==> config.mk <==
export PLATFORM = sky130hd
export DESIGN_NAME = pph_ram
export DESIGN_NICKNAME = d
export VERILOG_FILES = /design/src/hw/rtl/pph_ram.sv
export SDC_FILE = /design/constraint.sdc
export NUM_CORES = 1
export LEC_CHECK = 0
export ABC_AREA = 1
export BUFFER_PORTS_ARGS = -buffer_cell sky130_fd_sc_hd__buf_2
export CORE_MARGIN = 2
export CORE_UTILIZATION = 55
export DETAILED_ROUTE_END_ITERATION = 16
export PLACE_DENSITY = 0.76
export SLEW_MARGIN = 25
export SYNTH_ARGS = -nofsm -noshare
export SYNTH_HDL_FRONTEND = slang
export SYNTH_SLANG_ARGS = --single-unit
==> constraint.sdc <==
create_clock -name clk -period 1.6 [get_ports clk]
set_input_delay 0.24 -clock clk [delete_from_list [all_inputs] [get_ports clk]]
set_output_delay 0.24 -clock clk [all_outputs]
set_load 0.1 [all_outputs]
==> src/hw/rtl/pph_ram.sv <==
// Generic single-port RAM with registered read.
module pph_ram #(
  parameter int WIDTH = 8,
  parameter int DEPTH = 16
) (
  input  logic                     clk,
  input  logic                     we,
  input  logic [$clog2(DEPTH)-1:0] addr,
  input  logic [WIDTH-1:0]         wdata,
  output logic [WIDTH-1:0]         rdata
);
  logic [WIDTH-1:0] mem [DEPTH];
  always_ff @(posedge clk) begin
    if (we) mem[addr] <= wdata;
    rdata <= mem[addr];
  end
endmodule

**Word-level counts from Yosys, hierarchy flattened**

Memories as Yosys holds them, arrays and structs flattened. A register that Yosys moved wholly into a read port is not among the register bits.
Cells that the tools add are included.

- Register bits: 0
- Latch bits: 0
- Memory bits (writable): 128
- Bits in read-only memories: 0
- Output and inout port bits: 8
- Logic and storage cells: 3
- Memories kept: 1

Memories:

| memory | words | bits a word | rd ports | clocked after memory_dff | wr ports | RTL line | RTL |
|---|---|---|---|---|---|---|---|
| mem | 16 | 8 | 1 | 1 | 1 | 12 | `logic [WIDTH-1:0] mem [DEPTH];` |

- Add/sub/neg operators: 0
- $mul: 0
- Div/mod/pow operators: 0
- $lt $le $gt $ge: 0
- Equal/unequal tests: 0
- Shifts and indexed selects: 0
- Multiplexer cells: 2
- Bitwise operators: 0
- Reduce and logical (&&, ||, !) cells: 0

Operator list:

| kind | count |
|---|---|
| $mux 1 | 2 |

**Longest topological paths before layout**

- Depth after elaboration: 2
- Gate-level depth with buffers: 11
- Gate-level depth less buffers: 9

**Worst setup path before layout**

No wires, ideal clock.

- Kind: input to register
- From: input addr[1]
- To: memory mem[3][0] (enable)
- Setup time: 0.370 ns
- Arrival time: 1.247 ns
- Data required time: 1.230 ns
- Slack: -0.017 ns
- Cell stages on the path: 4
- Buffers on the path: 2
- Cell sequence: buf_2 > clkbuf_1 > nand3_1 > nor2_1

RTL lines:

| element | RTL line | RTL |
|---|---|---|
| start: declaration | 8 | `input logic [$clog2(DEPTH)-1:0] addr,` |
| end: declaration | 12 |  |

No word-level cell before the write port.

**Worst setup path after layout**

- From: register rdata[4] (read register of mem)
- To: output rdata[4]

RTL lines:

| element | RTL line | RTL |
|---|---|---|
| start: declaration | 10 | `output logic [WIDTH-1:0] rdata` |

No word-level cell between the ends.

==> summary.md <==
| Metric | Value |
|---|---|
| GR Overflow Total | 0 |
| Crit Path Class | register to output pin |
| Leakage power | 2.87 nW |
| Synth cell types | 11 |
| Slew Limit Fails | 0 |
| Layout net count | about 600 |
| Die W | about 100 um |
| Total core area | between 9000 and 10,000 sq um |
| TritonCTS Buffers | 17 |
| Row Count | 36 |
| Cell Pwr Density | between 1000 and 1500 nW/um^2 |
| Max incr delay on CP | ~0.43 ns |
| DIE HEIGHT | 105 um |
| Slowest-stage cell, CP | buf_2 |
| Via count | between 3,000 and 4,000 |
| Sequential area share after synthesis | between 70% and 80% |
| Maximum VDD drop | about 0.8 mV |
| DRC | 0 |
| Routability Congestion | between 0.8 and 0.9 |
| DRT antenna net count | 0 |
| Clock input transition at the sequential cells of the worst setup and hold paths | ~0.06 ns |
| CP Max Fanout | 1 |
| Initial antenna violation count | 1 |
| CP Buf/Inv Count | 1 |
| Run status | finished clean |
| Flop pwr share | 46.6% |
| WL final | ~12 mm |
| Relative slew slack | between 60% and 70% |
| Logic pwr share | under 10% |
| DR iter-0 viols | between 200 and 300 |
| Worst-Skew Late Latency | roughly 0.53 ns |
| Simple-gate share of the synthesized area | roughly 25% |
| Main combinational cell family by area after synthesis | simple AND/OR/NAND/NOR gates |
| TritonCTS Sinks | 136 |
| Area growth, synth to finish | 17.4% |
| Yosys warns | 0 |
| CP required | 1.36 ns |
| Fillers | between 700 and 800 |
| Syn Area/Cell | 10.2 sq um |
| Synth Instances | roughly 550 |
| Worst Setup End Kind | output pin |
| Tcrit/Tclk final | between 90% and 100% |
| Port Buf Inserts | 21 |
| Mapped Area | 5590 sq um |
| Pwr Total | 8.60 mW |
| Die area | roughly 11,000 sq um |
| Final hold vios | 0 |
| Share of post-route cells with drive strength above 1 | between 10% and 20% |
| CTS Root Cell | clkbuf_8 |
| Mux contribution to synthesized area | 0% |
| GR Util All Layers | 23.9% |
| Clk pwr share | a little under half |
| # setup viols final | 0 |
| Critical path, cell by cell | buf_2 |
| CTS tree | done |
| Drt via density | 5.18 |
| Vias in the first global route | between 3,000 and 4,000 |
| Adder-cell area share of the yosys netlist | 0% |
| Sw Ratio | 22.7% |
| Yosys reg bits | ~140 |
| Final HPWL DP | 7.50 mm |
| Largest net degree at the start of global routing | 46 |
| Net Sw Power | between 1.5 and 2 mW |
| Top delay family on crit path | buffers and inverters |
| First-pass GRT wire length | 19.5 mm |
| Skew final | roughly 0.0064 ns |
| H-tree Lvls | 4 |
| Drt first pass iters | 5 |
| WL/cell | roughly 16 um |
| Crit path DAT | about 1.3 ns |
| Slew of the pin with the lowest slew margin | between 0.4 and 0.5 ns |
| # Post-CTS Setup Buffers | 0 |
| Starting Density | between 50% and 60% |
| Synth Area in Compound Gates | 0% |
| XOR/XNOR Fraction of Synth Area | 0% |
| Top achievable clock speed | 652 MHz |
| Syn nets | 562 |
| Setup Total Neg Slack | 0 ns |
| Min-delay worst type | input port to register |
| Io pins | 22 |
| Period minus WS final | between 1.5 and 2 ns |
| Setup crit start kind | register |
| Clk buf depth | 2 |
| Max Cap Viol | 0 |
| Internal power | about 6.7 mW |
| RSZ-0062 raised after global routing | no |
[worst register-to-register path, cell delays in order (launching register included)]
cell      delay (ns)
edfxtp_1        0.37
nand2_1         0.07
nand2_1         0.05
nand2_1         0.05
nand2_1         0.06
nand2_1         0.11
nand2_1         0.07
inv_1           0.05
nand2_1         0.06
[power by group through the flow]
stage               logic [mW]  registers (mW)  clock network, mW
floorplan                0.275            4.25                  0
global placement         0.642            4.08                  0
detailed placement       0.653            4.08                  0
CTS                      0.659            4.01               3.97
global route             0.718            4.01               4.13
finish                   0.659            4.01               3.93
[kinds of logic (layout without fill, tap and decap cells)]
kind of cell,after synthesis,count (layout)
other cells,0,1
simple gates,368,368
buf+inv,44,103
flops,136,136
[worst paths after layout]
path                    from   endpoint  slack (ns)  depth (start not counted)
setup reg to reg  mem[13][6]   rdata[6]        0.60                          8
hold / removal      wdata[7]  mem[4][7]        0.13                          1
hold reg to reg   mem[12][3]   rdata[3]        0.71                          8
setup / recovery    rdata[4]   rdata[4]        0.07                          1
[layout by cell type, fill, tap and decap left out]
| cell type | synthesis | routed |
|---|---|---|
| clkinv_2 | 0 | 5 |
| dfxtp_1 | 8 | 8 |
| clkbuf_4 | 0 | 1 |
| inv_1 | 21 | 21 |
| clkinv_4 | 0 | 3 |
| inv_2 | 1 | 1 |
| nor2_1 | 18 | 18 |
| bufinv_16 | 0 | 4 |
| clkbuf_16 | 0 | 16 |
| clkbuf_8 | 0 | 1 |
| clkinv_1 | 1 | 1 |
| buf_2 | 12 | 20 |
| buf_4 | 6 | 26 |
| diode_2 | 0 | 1 |
| nand2_1 | 346 | 346 |
| clkbuf_1 | 3 | 2 |
| clkinvlp_4 | 0 | 1 |
| buf_12 | 0 | 1 |
| edfxtp_1 | 128 | 128 |
| nand3_1 | 4 | 4 |
[through the flow]
stage	util [%]	worst slack, ns	hold slack [ns]	cell area [sq um]	std cells
final	66.9	0.0660	0.129	6570	741
after CTS	66.8	0.00266	0.111	6560	740
after global placement	60.7	0.258	0.653	5960	708
after detailed placement	60.7	0.202	0.664	5960	708
after global routing	66.9	0.0398	0.124	6570	740
after floorplan	-	-0.0172	0.339	5590	548
[routing by layer]
metal  GRT usage, %  routed length [um]  up-vias
li1               -                   -     1846
met1           30.8                4970     1837
met2           39.1                6200      136
met3           6.05                 773       23
met4           9.14                 214        0
met5              0                   0        -
[timing repair]
item	in CTS	in global routing
endpoints found under the hold margin	0	0
hold buffers	0	0
gates resized for setup	0	1
setup endpoints to repair	0	1
[final cells by class]
cell class | instances | area, sq um | area share, %
repair buffers | 48 | 323 | 4.91
clock buffers | 19 | 422 | 6.42
diodes | 1 | 2.50 | 0.0381
flip-flops and latches | 136 | 4000 | 61.0
well taps | 133 | 166 | 2.53
multi-input cells | 368 | 1390 | 21.1
clock inverters | 13 | 179 | 2.72
inverters | 23 | 86.3 | 1.31
[cell usage after synthesis, drive strengths merged]
master    n  area share, %
edfxtp  128             69
buf      18            1.9
nand3     4           0.36
inv      22            1.5
dfxtp     8            2.9
clkbuf    3           0.20
nand2   346             23
nor2     18            1.2
clkinv    1          0.067
[flip-flops by register name (all words and copies together), names as in the netlist]
name	cells
mem	128
rdata	8
(Power assumes the default switching activity.)
